File: config.mk
export PLATFORM = sky130hd
export DESIGN_NAME = work_stealing_job_queues
export DESIGN_NICKNAME = d
export VERILOG_FILES = /design/src/hdl/wsjq_pkg.sv /design/src/hdl/work_stealing_job_queues.sv /design/src/hdl/wsjq_ctrl.sv /design/src/hdl/wsjq_dp.sv
export SDC_FILE = /design/constraint.sdc
export NUM_CORES = 1
export LEC_CHECK = 0
export BUFFER_PORTS_ARGS = -buffer_cell sky130_fd_sc_hd__buf_2
export CAP_MARGIN = 20
export CORE_AREA = 2 2 344 346
export DETAILED_ROUTE_END_ITERATION = 12
export DIE_AREA = 0 0 346 348
export SYNTH_ARGS = -nofsm -noshare
export SYNTH_HDL_FRONTEND = slang
export SYNTH_SLANG_ARGS = --single-unit
File: constraint.sdc
create_clock -name clk -period 4.8 [get_ports clk]
set_input_delay 0.96 -clock clk [delete_from_list [all_inputs] [get_ports clk]]
set_output_delay 0.96 -clock clk [all_outputs]
set_load 0.01 [all_outputs]
File: src/hdl/wsjq_pkg.sv
package wsjq_pkg;

  // default geometry
  localparam int QUEUES_DEF      = 8;
  localparam int QUEUE_DEPTH_DEF = 16;
  localparam int JOB_SLOTS_DEF   = 64;

  // request kinds
  localparam logic [1:0] FN_CREATE = 2'd0;
  localparam logic [1:0] FN_PUSH   = 2'd1;
  localparam logic [1:0] FN_POP    = 2'd2;

  // result status codes
  localparam logic [1:0] ST_OK    = 2'd0;
  localparam logic [1:0] ST_EMPTY = 2'd1;
  localparam logic [1:0] ST_FULL  = 2'd2;

  // controller to datapath
  typedef struct packed {
    logic load_req;
    logic exec;
    logic finish_pop;
  } cmd_t;

  // datapath to controller
  typedef struct packed {
    logic out_free;
    logic is_pop;
    logic pop_found;
  } stat_t;

endpackage

File: src/hdl/work_stealing_job_queues.sv
// work-stealing job queues: one fifo of job handles per thread plus a
// ring counter of job slots
// input channel (in_valid/in_ready): one request transaction carrying
//   in_func (create, push, pop), in_thread_id and in_job_handle
// result channel (out_valid/out_ready): exactly one result transaction per
//   request with out_status, out_job_out and out_source_queue
// one request is in work at a time; in_ready is high only while idle
// steps to out_valid: create, push, unknown kinds and a pop that finds
//   no job write the result from the execute step; a pop that finds a
//   job adds a read-data step for the registered read of the job store
// a new request is accepted only once the last one leaves its last step
// a result waits in the output register; the next request is accepted
//   meanwhile and holds in its execute step until that register frees up
// reset (rst_n low, synchronous) empties all queues and zeroes the slot
//   counter; the store itself is not cleared, only held entries are read
module work_stealing_job_queues #(
  parameter int QUEUES      = wsjq_pkg::QUEUES_DEF,
  parameter int QUEUE_DEPTH = wsjq_pkg::QUEUE_DEPTH_DEF,
  parameter int JOB_SLOTS   = wsjq_pkg::JOB_SLOTS_DEF
) (
  input  logic       clk,
  input  logic       rst_n,
  input  logic       in_valid,
  output logic       in_ready,
  input  logic [1:0] in_func,
  input  logic [2:0] in_thread_id,
  input  logic [5:0] in_job_handle,
  output logic       out_valid,
  input  logic       out_ready,
  output logic [1:0] out_status,
  output logic [5:0] out_job_out,
  output logic [2:0] out_source_queue
);

  // command and status between sequencer and datapath
  wsjq_pkg::cmd_t  cmd;
  wsjq_pkg::stat_t stat;

  // sequencer: idle, execute, read-data
  wsjq_ctrl u_ctrl (
    .clk      (clk),
    .rst_n    (rst_n),
    .in_valid (in_valid),
    .in_ready (in_ready),
    .stat     (stat),
    .cmd      (cmd)
  );

  // queue pointers, job store, slot counter and result register
  wsjq_dp #(
    .QUEUES      (QUEUES),
    .QUEUE_DEPTH (QUEUE_DEPTH),
    .JOB_SLOTS   (JOB_SLOTS)
  ) u_dp (
    .clk              (clk),
    .rst_n            (rst_n),
    .cmd              (cmd),
    .stat             (stat),
    .in_func          (in_func),
    .in_thread_id     (in_thread_id),
    .in_job_handle    (in_job_handle),
    .out_valid        (out_valid),
    .out_ready        (out_ready),
    .out_status       (out_status),
    .out_job_out      (out_job_out),
    .out_source_queue (out_source_queue)
  );

endmodule

File: src/hdl/wsjq_ctrl.sv
module wsjq_ctrl (
  input  logic            clk,
  input  logic            rst_n,
  input  logic            in_valid,
  output logic            in_ready,
  input  wsjq_pkg::stat_t stat,
  output wsjq_pkg::cmd_t  cmd
);

  localparam logic [1:0] S_IDLE  = 2'd0;
  localparam logic [1:0] S_EXEC  = 2'd1;
  localparam logic [1:0] S_RDATA = 2'd2;

  logic [1:0] state_r, state_nxt;

  always_comb begin
    state_nxt      = state_r;
    cmd            = '0;
    in_ready       = 1'b0;
    case (state_r)
      S_IDLE: begin
        in_ready = 1'b1;
        if (in_valid) begin
          cmd.load_req = 1'b1;
          state_nxt    = S_EXEC;
        end
      end
      S_EXEC: begin
        if (stat.out_free) begin
          cmd.exec  = 1'b1;
          state_nxt = (stat.is_pop && stat.pop_found) ? S_RDATA : S_IDLE;
        end
      end
      S_RDATA: begin
        if (stat.out_free) begin
          cmd.finish_pop = 1'b1;
          state_nxt      = S_IDLE;
        end
      end
      default: state_nxt = S_IDLE;
    endcase
  end

  always_ff @(posedge clk) begin
    if (!rst_n) begin
      state_r <= S_IDLE;
    end else begin
      state_r <= state_nxt;
    end
  end

endmodule

File: src/hdl/wsjq_dp.sv
module wsjq_dp #(
  parameter int QUEUES      = wsjq_pkg::QUEUES_DEF,
  parameter int QUEUE_DEPTH = wsjq_pkg::QUEUE_DEPTH_DEF,
  parameter int JOB_SLOTS   = wsjq_pkg::JOB_SLOTS_DEF
) (
  input  logic            clk,
  input  logic            rst_n,
  input  wsjq_pkg::cmd_t  cmd,
  output wsjq_pkg::stat_t stat,
  input  logic [1:0]      in_func,
  input  logic [2:0]      in_thread_id,
  input  logic [5:0]      in_job_handle,
  output logic            out_valid,
  input  logic            out_ready,
  output logic [1:0]      out_status,
  output logic [5:0]      out_job_out,
  output logic [2:0]      out_source_queue
);

  localparam int QW = (QUEUES > 1) ? $clog2(QUEUES) : 1;
  localparam int PW = (QUEUE_DEPTH > 1) ? $clog2(QUEUE_DEPTH) : 1;
  localparam int CW = $clog2(QUEUE_DEPTH + 1);
  localparam int SW = (JOB_SLOTS > 1) ? $clog2(JOB_SLOTS) : 1;
  localparam int MEM_DEPTH = QUEUES << PW;

  // request register
  logic [1:0] func_r;
  logic [2:0] tid_r;
  logic [5:0] handle_r;

  logic [PW-1:0] head_r  [QUEUES];
  logic [PW-1:0] tail_r  [QUEUES];
  logic [CW-1:0] count_r [QUEUES];
  logic [SW-1:0] slot_r;

  logic [5:0] mem [MEM_DEPTH];
  logic [5:0] rd_r;

  logic       out_valid_r;
  logic [1:0] out_status_r;
  logic [5:0] out_job_r;
  logic [2:0] out_src_r;

  logic          own_ok;
  logic [QW-1:0] own_idx;
  logic [QUEUES-1:0] nonempty, steal_mask;
  logic [QW-1:0] pick_q;
  logic          pick_found;
  logic          push_ok;
  logic          do_push, do_pop;

  always_comb begin
    own_ok  = (32'(tid_r) < QUEUES);
    own_idx = QW'(tid_r);
    for (int q = 0; q < QUEUES; q++) begin
      nonempty[q] = (count_r[q] != '0);
    end
    steal_mask = nonempty;
    if (own_ok) begin
      steal_mask[own_idx] = 1'b0;
    end
    // lowest-numbered other nonempty queue
    pick_q     = '0;
    pick_found = 1'b0;
    for (int q = QUEUES - 1; q >= 0; q--) begin
      if (steal_mask[q]) begin
        pick_q     = QW'(q);
        pick_found = 1'b1;
      end
    end
    // own queue first
    if (own_ok && nonempty[own_idx]) begin
      pick_q     = own_idx;
      pick_found = 1'b1;
    end
    push_ok = own_ok && (count_r[own_idx] != CW'(QUEUE_DEPTH));
  end

  assign do_push = cmd.exec && (func_r == wsjq_pkg::FN_PUSH) && push_ok;
  assign do_pop  = cmd.exec && (func_r == wsjq_pkg::FN_POP) && pick_found;

  assign stat.out_free  = !out_valid_r || out_ready;
  assign stat.is_pop    = (func_r == wsjq_pkg::FN_POP);
  assign stat.pop_found = pick_found;

  always_ff @(posedge clk) begin
    if (cmd.load_req) begin
      func_r   <= in_func;
      tid_r    <= in_thread_id;
      handle_r <= in_job_handle;
    end
  end

  // job store, one region per queue
  always_ff @(posedge clk) begin
    if (do_push) begin
      mem[{own_idx, tail_r[own_idx]}] <= handle_r;
    end
    if (do_pop) begin
      rd_r <= mem[{pick_q, head_r[pick_q]}];
    end
  end

  always_ff @(posedge clk) begin
    if (!rst_n) begin
      for (int q = 0; q < QUEUES; q++) begin
        head_r[q]  <= '0;
        tail_r[q]  <= '0;
        count_r[q] <= '0;
      end
      slot_r <= '0;
    end else if (cmd.exec) begin
      if (func_r == wsjq_pkg::FN_CREATE) begin
        slot_r <= (slot_r == SW'(JOB_SLOTS - 1)) ? '0 : slot_r + 1'b1;
      end
      if (do_push) begin
        tail_r[own_idx]  <= (tail_r[own_idx] == PW'(QUEUE_DEPTH - 1)) ? '0
                            : tail_r[own_idx] + 1'b1;
        count_r[own_idx] <= count_r[own_idx] + 1'b1;
      end
      if (do_pop) begin
        head_r[pick_q]  <= (head_r[pick_q] == PW'(QUEUE_DEPTH - 1)) ? '0
                           : head_r[pick_q] + 1'b1;
        count_r[pick_q] <= count_r[pick_q] - 1'b1;
      end
    end
  end

  // result register
  always_ff @(posedge clk) begin
    if (!rst_n) begin
      out_valid_r <= 1'b0;
    end else if (cmd.finish_pop || (cmd.exec && !do_pop)) begin
      out_valid_r <= 1'b1;
    end else if (out_ready) begin
      out_valid_r <= 1'b0;
    end
  end

  always_ff @(posedge clk) begin
    if (cmd.finish_pop) begin
      out_status_r <= wsjq_pkg::ST_OK;
      out_job_r    <= rd_r;
    end else if (cmd.exec) begin
      out_status_r <= wsjq_pkg::ST_OK;
      out_job_r    <= '0;
      out_src_r    <= '0;
      case (func_r)
        wsjq_pkg::FN_CREATE: out_job_r <= 6'(slot_r);
        wsjq_pkg::FN_PUSH: begin
          if (!push_ok) out_status_r <= wsjq_pkg::ST_FULL;
        end
        wsjq_pkg::FN_POP: begin
          if (!pick_found) out_status_r <= wsjq_pkg::ST_EMPTY;
          else out_src_r <= 3'(pick_q);
        end
        default: ;
      endcase
    end
  end

  assign out_valid        = out_valid_r;
  assign out_status       = out_status_r;
  assign out_job_out      = out_job_r;
  assign out_source_queue = out_src_r;

endmodule

==> impl_metrics.yaml, run 1 <==
placed_design:
  gp_congestion: 0.870
  dp_hpwl_microns: 63800
  dpl_cell_area_sq_um: 42200
  pre_cts_slack_ns: -0.363
  port_buffers: 27
routing:
  via_per_inst: 5.14
  first_pass_iters: 5
  ant_nets: 0
  wl_per_cell_microns: 22.5
  drc_errors: 0
  wl_microns: 103000
  drt_iter0_markers: 2332
  num_vias: 23500
floorplan:
  initial_utilization_pct: 32.7
  core_area_sq_um: 117000
  io_pins: 28
  fp.dieW_microns: 346
  die_area_sq_um: 120000
  fp.dieH_microns: 348
  row_count: 126
yosys:
  ys.flop_type: "edfxtp_1"
  synthCells: 2657
  post-synth-top-area-fraction_pct: 70.5
  synth_cell_type_count: 66
  yosys-top-cells-area: "edfxtp_1 71%, mux2i_1 9.0%, nand2_1 3.5%"
  yosys.area.top_type: "edfxtp_1"
  syn_nets: 2681
  synthArstFlopShare_pct: 0
  ys_ff_latch: 912
  synth_edf_count: 898
  synth_seq_area_share_pct: 71.3
  synth_area_sq_um: 38200
  ys_warn_count: 0
  avgSynthCellArea_sq_um: 14.4
timing:
  hold_violations: 0
  skew_ns: 0.0472
  max_clock_freq_mhz: 206
  post-route-min-period_ns: 4.85
  tightest_slew_ns: 0.849
  fin_ws_ns: -0.0497
  setup_viol: 2
  rsz0062_at_grt: "yes"
  min_period_over_period_pct: 101
  finalSetupTns_ns: -0.0606
  slew_viol_final: 0
  relSlewSlack_pct: 43.4
setup_path:
  cp.arrival_ns: 5.27
  cp.required_ns: 5.22
  crit_end: "u_dp.rd_r[2]$_DFFE_PP_"
  slowest_stage: "or4_4"
  crit_cells: 18
  path_delay_family: "simple AND/OR/NAND/NOR gates"
  regToRegSetupSlack_ns: -0.05
  r2r_start: "u_dp.count_r[1][1]$_SDFFCE_PN0P_"
  path_max_fanout: 20
  path_buf_inv: 5
  slowest_delay_ns: 0.54
  endpoint_kind: "flop"
  rr_endpoint: "u_dp.rd_r[2]$_DFFE_PP_"
  start_kind: "flop"
  r2r_cells: 18
  critical_path.startpoint: "u_dp.count_r[1][1]$_SDFFCE_PN0P_"
  path_cells: "or3_4 -> or3_1 -> or3_4 -> or4_4 -> a32oi_2 -> o22ai_2 -> a32oi_4 -> buf_12 -> buf_16 -> inv_4 -> buf_12 -> buf_4 -> nand2_1 -> and3_1 -> a311oi_1 -> a311oi_1 -> or3_1 -> nand4_1"
  criticalPathCategory: "reg -> reg"
clock_network:
  cts_tree: "yes"
  clockBufferDepth: 3
  ctsHtreeMaxLevel: 3
  cts_made_buffers: 93
  clkLatencyLatePin_ns: 0.68
  clock_sinks: 912
  cts-root-buf: "clkbuf_16"
  postCtsHoldBufs: 0
  clk_pin_slew_ns: 0.06
global_routing:
  grt_pass1_vias: 23600
  grt-ovfl-total: 0
  grt_max_degree: 129
  antenna_found_initial: 0
  grtUsageTotal_pct: 16.7
  grt_pass1_wl_microns: 151000
power_and_ir_drop:
  finalPower_mw: 19.8
  vdd_drop_max_mv: 0.249
  total_leakage_power_nw: 16.5
  power_density_nw_per_um2: 424
status:
  status: "finished with violations"
  violations: "negative setup slack"
flow_run:
  drv_cap: 0
layout:
  utilization_pct: 39.8
  drive_gt1_share_pct: 21.6
  final_nets: 2987
  syn_to_final_growth_pct: 21.8
  post-route-cell-area_sq_um: 46600
hold_path:
  hold_path.class: "reg -> reg"
worst min-delay path: stages, from the launching register on:
cell,delay [ns]
dfxtp_1,0.31
inv_1,0.05
o22ai_1,0.05
per-layer routing:
layer | global-route usage, % | share of wire (%) | vias up
met5 | 0 | 0 | -
met4 | 6.18 | 3.3 | 0
met3 | 3.27 | 7.4 | 163
met2 | 27.7 | 48 | 858
met1 | 21.7 | 41 | 11800
li1 | - | - | 10700
timing repair:
| item | CTS | global route |
|---|---|---|
| gates cloned | 6 | 1 |
| buffers inserted | 16 | 12 |
| pin swaps | 23 | 27 |
| resized for setup | 93 | 91 |
| setup endpoints to repair | 14 | 38 |
flip-flops by register name, indices dropped and copies added (netlist names), 6 cells and up, named ones only:
name,cells
u_dp.head_r,32
u_dp.out_job_out,6
u_dp.rd_r,6
u_dp.count_r,40
u_dp.slot_r,6
u_dp.tail_r,32
u_dp.handle_r,6
u_dp.mem,768
stage by stage:
step / std cells / hold WS, ns
2_1_floorplan: 2657 / 0.445
3_3_place_gp: 4370 / 0.444
3_5_place_dp: 4371 / 0.450
4_1_cts: 4561 / 0.446
5_1_grt: 4573 / 0.469
6_report: 4574 / 0.455
layout by cell type (no fill, tap or decap), types with 31 or more instances in the layout:
master,n
a21oi_1,35
buf_12,38
buf_4,267
clkbuf_16,95
edfxtp_1,898
mux2i_1,314
nand2_1,357
nand3_1,140
nor2_1,288
o21ai_0,31
o221ai_1,47
final cells by class:
class	instances	area (sq um)
fill	10700	70400
antenna	1	2.50
inverter	18	70.1
tap	1536	1920
timing repair buffer	361	3440
clock inverter	47	543
sequential	912	27200
clock buffer	122	2490
multi-input combinational	1577	10900
power by group:
part	leakage (nW)	internal (mW)	switching (mW)	total, mW
Clock	1.46	4.11	3.08	7.19
Sequential	8.33	8.82	0.0440	8.86
Combinational	6.72	1.61	2.10	3.71
how the worst min path moves through the flow:
| stage | cells after the start | slack [ns] | start | endpoint |
|---|---|---|---|---|
| 6_report | 2 | 0.45 | u_dp.out_status[0]$_SDFFE_PP0P_ | u_dp.out_status[0]$_SDFFE_PP0P_ |
| 5_1_grt | 1 | 0.47 | in_job_handle[3] | u_dp.handle_r[3]$_DFFE_PP_ |
| 4_1_cts | 1 | 0.45 | in_job_handle[3] | u_dp.handle_r[3]$_DFFE_PP_ |
| 3_5_place_dp | 2 | 0.45 | u_dp.out_status[0]$_SDFFE_PP0P_ | u_dp.out_status[0]$_SDFFE_PP0P_ |
| 3_3_place_gp | 2 | 0.44 | u_dp.out_status[0]$_SDFFE_PP0P_ | u_dp.out_status[0]$_SDFFE_PP0P_ |
| 2_1_floorplan | 1 | 0.44 | u_ctrl.state_r[1]$_SDFFE_PN0P_ | u_ctrl.state_r[0]$_SDFFE_PN0P_ |
cell usage after synthesis (6+ instances only):
cell and number:
or3_1 9, nor2b_1 7, buf_4 33, and3_1 10
nand3_1 141, a31oi_1 21, o221ai_1 56, nand2b_1 6
nand2_1 359, or4_1 6, o21ai_0 38, a221oi_1 16
mux2i_1 342, or2_2 6, buf_6 6, a21oi_1 49
ha_1 9, xor2_1 7, edfxtp_1 898, dfxtp_1 14
buf_2 31, buf_1 16, a32oi_1 8, a311oi_1 11
nor4_1 8, mux4_2 24, a211oi_1 11, clkbuf_1 64
nor3_1 27, inv_1 17, o21ai_1 7, nor2_1 291
o22ai_1 34
cell families (layout without fill, tap and decap cells):
kind of cell             Yosys count  after routing  share of synthesized area (%)
other                              0              1                              0
flip-flops                       912            912                           71.3
AND/OR/NAND/NOR                  891            891                           9.87
multiplexers                     375            375                           10.7
AO/OA/AOI/OAI                    290            290                           5.42
buffers and inverters            168            548                           2.19
XOR/XNOR                          12             12                          0.275
adder cells (fa/ha/maj)            9              9                          0.295
Note: power is estimated with default switching activity, not from simulation.
==> inputs of run 2 (changes only) <==
--- a/config.mk
+++ b/config.mk
@@ -7,9 +7,9 @@
 export LEC_CHECK = 0
 export BUFFER_PORTS_ARGS = -buffer_cell sky130_fd_sc_hd__buf_2
 export CAP_MARGIN = 20
-export CORE_AREA = 2 2 344 346
+export CORE_AREA = 5 5 316 318
 export DETAILED_ROUTE_END_ITERATION = 12
-export DIE_AREA = 0 0 346 348
+export DIE_AREA = 0 0 321 323
 export SYNTH_ARGS = -nofsm -noshare
 export SYNTH_HDL_FRONTEND = slang
 export SYNTH_SLANG_ARGS = --single-unit
==> impl_metrics.yaml, run 2 (synthesis gave the netlist of run 1 again) <==
timing:
  tightest_slew_ns: 0.999
  fin_ws_ns: -0.132
  post-route-min-period_ns: 4.93
  min_period_over_period_pct: 103
  relSlewSlack_pct: 33.4
  hold_violations: 0
  max_clock_freq_mhz: 203
  rsz0062_at_grt: "yes"
  slew_viol_final: 0
  whs_ns: 0.466
  setup_viol: 6
  skew_ns: 0.0337
clock_network:
  clockBufferDepth: 3
  cts_made_buffers: 95
  cts-root-buf: "clkbuf_16"
  clk_pin_slew_ns: 0.06
  clkLatencyLatePin_ns: 0.66
  clock_sinks: 912
  ctsHtreeMaxLevel: 3
  cts_tree: "yes"
floorplan:
  fp.dieH_microns: 323
  core_area_sq_um: 96300
  fp.dieW_microns: 321
  row_count: 114
  io_pins: 28
  initial_utilization_pct: 39.7
  die_area_sq_um: 104000
routing:
  wl_per_cell_microns: 23.8
  first_pass_iters: 6
  ant_nets: 0
  via_per_inst: 5.57
  num_vias: 24200
  wl_microns: 103000
  drt_iter0_markers: 2204
  drc_errors: 0
setup_path:
  slowest_stage: "or4_1"
  endpoint_kind: "flop"
  start_kind: "flop"
  path_max_fanout: 11
  path_cells: "or4_1 -> nor2_1 -> o22ai_1 -> or3_4 -> or4_4 -> a32oi_4 -> o22ai_4 -> a32oi_4 -> buf_12 -> buf_12 -> buf_4 -> buf_16 -> mux2i_1 -> o22ai_1 -> nor3_1 -> buf_4 -> nor3_2 -> a2111oi_2 -> buf_4 -> nand4_1"
  crit_top_cell: "buf_4"
  cp.arrival_ns: 5.33
  slowest_delay_ns: 0.59
  cp.required_ns: 5.19
  criticalPathCategory: "reg -> reg"
global_routing:
  grt_max_degree: 129
  grtUsageTotal_pct: 19.3
  antenna_found_initial: 0
  grt-ovfl-total: 0
  grt_pass1_vias: 24300
  grt_pass1_wl_microns: 153000
placed_design:
  port_buffers: 27
  dp_hpwl_microns: 65700
  gp_congestion: 0.877
power_and_ir_drop:
  power_density_nw_per_um2: 435
  finalPower_mw: 20.5
  vdd_drop_max_mv: 0.337
  total_leakage_power_nw: 16.8
layout:
  final_common_cell: "edfxtp_1"
  largest_register_ff_count: 768
  layout_common_cells: "898 x edfxtp_1, 356 x nand2_1, 291 x mux2i_1, 289 x nor2_1, 265 x buf_4"
  syn_to_final_growth_pct: 23.3
  final_nets: 3010
  drive_gt1_share_pct: 24.2
flow_run:
  drv_cap: 0
status:
  status: "finished with violations"
  violations: "negative setup slack"
hold_path:
  hold_path.class: "reg -> reg"
==> run 2: cell types whose count changed in the layout (fill, tap and decap cells not counted), moves of 5 or more <==
cell / previous run / this run
o221ai_2: 9 / 16
buf_12: 38 / 44
bufinv_16: 8 / 16
buf_6: 12 / 23
clkbuf_1: 25 / 17
mux2i_2: 18 / 40
o221ai_1: 47 / 40
inv_6: 0 / 6
buf_8: 4 / 10
mux2i_1: 314 / 291
a221oi_1: 13 / 8
==> run 2: worst max-delay path, delay by kind of cell, from the launching register on <==
family | cells | cell delay (ns)
DFF | 1 | 0.38
and+or+nand+nor | 7 | 2.07
muxes | 1 | 0.19
AOI/OAI and AO/OA | 6 | 1.16
buffers and inverters | 6 | 0.87
==> run 2: area by class of cell <==
class | count | area (sq um)
clock inverter | 61 | 751
antenna | 1 | 2.50
clock buffer | 114 | 2480
multi-input combinational | 1577 | 11200
fill | 8111 | 49100
sequential | 912 | 27200
timing repair buffer | 382 | 3780
inverter | 18 | 82.6
tap | 1276 | 1600
==> run 2: final timing paths <==
kind | startpoint | slack [ns] | to | cells past startpoint
worst min-delay path | u_dp.out_status[0]$_SDFFE_PP0P_ | 0.47 | u_dp.out_status[0]$_SDFFE_PP0P_ | 2
worst min register to register | u_dp.out_status[0]$_SDFFE_PP0P_ | 0.47 | u_dp.out_status[0]$_SDFFE_PP0P_ | 2
worst max-delay path | u_dp.count_r[4][0]$_SDFFCE_PN0P_ | -0.13 | u_dp.rd_r[4]$_DFFE_PP_ | 20
worst max register to register | u_dp.count_r[4][0]$_SDFFCE_PN0P_ | -0.13 | u_dp.rd_r[4]$_DFFE_PP_ | 20
==> run 2: metal layers <==
metal	wire [microns]	share of wire, %	track usage, %	vias to the layer above
li1	-	-	-	10800
met1	42200	41	25.8	12300
met2	50900	49	33.0	956
met3	7180	7.0	3.21	179
met4	2880	2.8	5.39	0
met5	0	0	0	-
==> run 2: metrics by stage <==
| stage | util (%) | instances | setup WS, ns | setup TNS [ns] | instance area [sq um] |
|---|---|---|---|---|---|
| final | 49.0 | 4341 | -0.132 | -0.520 | 47200 |
| after global routing | 49.0 | 4340 | -0.258 | -1.27 | 47100 |
| after CTS | 48.0 | 4312 | -0.0816 | -0.251 | 46200 |
| after detailed placement | 43.5 | 4108 | -0.490 | -2.53 | 41900 |
| after global placement | 43.5 | 4107 | -0.540 | -28.72 | 41900 |
| after floorplan | - | 2657 | 0.320 | 0 | 38200 |
==> run 2: repair_timing <==
action | CTS | global route
gates cloned | 9 | 1
setup buffers | 22 | 30
hold buffers | 0 | 0
setup endpoints to repair | 30 | 46
pin swaps | 35 | 52
gates resized for setup | 113 | 150
==> run 2: power breakdown <==
| part | internal, mW | leakage (nW) | switching, mW |
|---|---|---|---|
| combinational | 1.82 | 6.88 | 2.20 |
| clock | 4.56 | 1.56 | 3.08 |
| sequential | 8.82 | 8.33 | 0.0546 |
==> inputs of run 3 (changes only) <==
--- a/config.mk
+++ b/config.mk
@@ -5,11 +5,12 @@
 export SDC_FILE = /design/constraint.sdc
 export NUM_CORES = 1
 export LEC_CHECK = 0
+export ABC_AREA = 1
 export BUFFER_PORTS_ARGS = -buffer_cell sky130_fd_sc_hd__buf_2
 export CAP_MARGIN = 20
-export CORE_AREA = 5 5 316 318
+export CORE_AREA = 5 5 318 320
 export DETAILED_ROUTE_END_ITERATION = 12
-export DIE_AREA = 0 0 321 323
+export DIE_AREA = 0 0 323 325
 export SYNTH_ARGS = -nofsm -noshare
 export SYNTH_HDL_FRONTEND = slang
 export SYNTH_SLANG_ARGS = --single-unit
==> impl_metrics.yaml, run 3 <==
timing:
  max_clock_freq_mhz: 223
  slew_viol_final: 0
  rsz0062_at_grt: "no"
  tightest_slew_ns: 1.01
  finalSetupTns_ns: 0
  min_period_over_period_pct: 93.6
  whs_ns: 0.475
  hold_violations: 0
  relSlewSlack_pct: 32.6
  post-route-min-period_ns: 4.49
  setup_viol: 0
  skew_ns: 0.0383
setup_path:
  criticalPathCategory: "reg -> reg"
  crit_end: "u_dp.rd_r[3]$_DFFE_PP_"
  path_max_fanout: 55
  cp.required_ns: 5.33
  critical_path.startpoint: "u_dp.own_idx[2]$_DFFE_PP_"
  regToRegSetupSlack_ns: 0.31
  r2r_start: "u_dp.own_idx[2]$_DFFE_PP_"
  r2r_cells: 22
  rr_endpoint: "u_dp.rd_r[3]$_DFFE_PP_"
  start_kind: "flop"
  endpoint_kind: "flop"
  cp.arrival_ns: 5.02
global_routing:
  antenna_found_initial: 0
  grt_pass1_wl_microns: 159000
  grt-ovfl-total: 0
  grt.met1_usage_pct: 28.7
  grtUsageMet3_pct: 3.27
  grtUsageMet2_pct: 30.3
  grt_pass1_vias: 25400
  busiest_layer: "met2"
  grt_max_degree: 129
  grtUsageTotal_pct: 19.5
floorplan:
  core_area_sq_um: 97800
  io_pins: 28
  initial_utilization_pct: 39.7
  fp.dieH_microns: 325
  fp.dieW_microns: 323
  die_area_sq_um: 105000
  row_count: 115
yosys:
  synth_top_family_by_area: "simple AND/OR/NAND/NOR gates"
  yosys-top-cells-area: "edfxtp_1 69%, nand2_1 13%, nand3_1 6.1%"
  ys.flop_type: "edfxtp_1"
  yosys-top-cells-count: "1,319 x nand2_1, 898 x edfxtp_1, 477 x nand3_1"
  synth_seq_area_share_pct: 70.1
  synth-compound-area-share_pct: 3.12
  synth_adder_area_share_pct: 0.290
  syn_nets: 3624
  synth-simple-area-share_pct: 22.6
  synth_area_sq_um: 38800
  synth_edf_count: 898
  ys_warn_count: 0
  synth.most_common_cell: "nand2_1"
  yosys.area.top_type: "edfxtp_1"
  avgSynthCellArea_sq_um: 10.8
  post-synth-top-area-fraction_pct: 69.4
  yosys.area_share.xor_xnor_pct: 0.180
  synthCells: 3600
  synthArstFlopShare_pct: 0
  synth_cell_type_count: 44
  ys_ff_latch: 912
  muxShareOfSynthArea_pct: 0.0612
clock_network:
  postCtsHoldBufs: 0
  cts_made_buffers: 96
  clockBufferDepth: 3
  ctsHtreeMaxLevel: 3
  cts-root-buf: "clkbuf_16"
  cts_tree: "yes"
  clkLatencyLatePin_ns: 0.66
  clk_pin_slew_ns: 0.07
  clock_sinks: 912
routing:
  drt_iter0_markers: 3122
  wl_per_cell_microns: 21.2
  via_per_inst: 5.36
  ant_nets: 0
  num_vias: 26800
  drc_errors: 0
  first_pass_iters: 5
  wl_microns: 106000
layout:
  syn_to_final_growth_pct: 11.9
  drive_gt1_share_pct: 7.37
  final_nets: 3657
  final_common_cell: "nand2_1"
  layout_common_cells: "1,316 x nand2_1, 898 x edfxtp_1, 477 x nand3_1, 323 x nor2_1, 124 x a21oi_1"
  regArea_sq_um: 27200
  fillers: 9103
  multi_input_area_sq_um: 10300
  final_cells: 4993
  largest_register_ff_count: 768
power_and_ir_drop:
  total_leakage_power_nw: 16.0
  finalPower_mw: 19.9
  power_density_nw_per_um2: 457
  vdd_drop_max_mv: 0.273
status:
  status: "completed"
placed_design:
  dp_hpwl_microns: 63600
  gp_congestion: 0.907
  placed_cells: 4819
  port_buffers: 27
flow_run:
  drv_cap: 0
hold_path:
  hold_path.class: "in -> reg"
## run 3: changes by cell type in the layout (fill, tap and decap cells not counted), sizes merged, moves of 24 or more
cell | before | now
nor2 | 294 | 334
mux4 | 24 | 0
o22ai | 35 | 10
nand3 | 141 | 477
mux2i | 344 | 2
o221ai | 56 | 2
nand2 | 361 | 1321
inv | 23 | 101
a21oi | 49 | 125
o21ai | 45 | 76
buf | 378 | 117
## run 3: worst min-delay path by stage
stage / cells after the start / slack, ns / start / end
detailed placement: 2 / 0.50 / u_dp.slot_r[1]$_SDFFE_PN0P_ / u_dp.slot_r[1]$_SDFFE_PN0P_
CTS: 1 / 0.44 / in_job_handle[2] / u_dp.handle_r[2]$_DFFE_PP_
floorplan: 2 / 0.46 / u_dp.slot_r[1]$_SDFFE_PN0P_ / u_dp.slot_r[1]$_SDFFE_PN0P_
global placement: 2 / 0.49 / u_dp.slot_r[1]$_SDFFE_PN0P_ / u_dp.slot_r[1]$_SDFFE_PN0P_
global route: 1 / 0.44 / in_job_handle[2] / u_dp.handle_r[2]$_DFFE_PP_
finish: 1 / 0.48 / in_job_handle[2] / u_dp.handle_r[2]$_DFFE_PP_
## run 3: area by class of cell
class,count,share of cell area (%)
Tap cell,1287,3.70
Multi-Input combinational cell,2403,23.6
Sequential cell,912,62.7
Inverter,102,0.895
Clock inverter,43,0.777
Timing Repair Buffer,118,2.40
Clock buffer,127,5.96
Antenna cell,1,0.00576
## run 3: layer usage
layer	up-vias	share of wire (%)
li1	12400	-
met1	13000	44
met2	1157	45
met3	183	8.3
met4	0	2.7
met5	-	0
## run 3: report_power, final
| group | switching [mW] | total [mW] | internal, mW |
|---|---|---|---|
| Sequential | 0.0394 | 8.86 | 8.82 |
| Combinational | 2.89 | 3.97 | 1.08 |
| Clock | 2.99 | 7.02 | 4.04 |
| Total | 5.92 | 19.9 | 13.9 |
## run 3: per-stage QoR
| step | util, % | worst slack (ns) | area, sq um |
|---|---|---|---|
| 6_report | 44.4 | 0.308 | 43500 |
| 5_1_grt | 44.4 | 0.00472 | 43500 |
| 4_1_cts | 44.4 | 0.187 | 43400 |
| 3_5_place_dp | 41.4 | 0.202 | 40500 |
| 3_3_place_gp | 41.4 | 0.176 | 40500 |
| 2_1_floorplan | - | 1.46 | 38800 |
## run 3: logic make-up after synthesis
| kind of cell | after synthesis |
|---|---|
| AO/OA/AOI/OAI | 228 |
| XOR/XNOR | 8 |
| adder cells (fa/ha/maj) | 9 |
| buffers and inverters | 286 |
| flip-flops | 912 |
| multiplexers | 2 |
| AND/OR/NAND/NOR | 2155 |
## run 3: worst max-delay path, stage by stage (launching register included)
cell and delay, ns:
edfxtp_1 0.47, nor2_1 0.17, inv_2 0.06, o21ai_0 0.31
nand2_1 0.13, nor2_1 0.16, nand2_1 0.09, o21ai_2 0.20
inv_2 0.10, nor2_2 0.17, buf_4 0.21, nand3_1 0.15
nand4_4 0.21, buf_4 0.53, buf_8 0.44, nand3_1 0.20
nand3_1 0.18, nand3_1 0.15, nand2_1 0.10, nand2_1 0.12
nand2_1 0.09, inv_1 0.04, nand2_1 0.06
## run 3: what timing repair did
item,4_1_cts,5_1_grt
resized for setup,0,12
buffers inserted,0,1
hold endpoints to repair,0,0
endpoints found under the setup margin,0,14
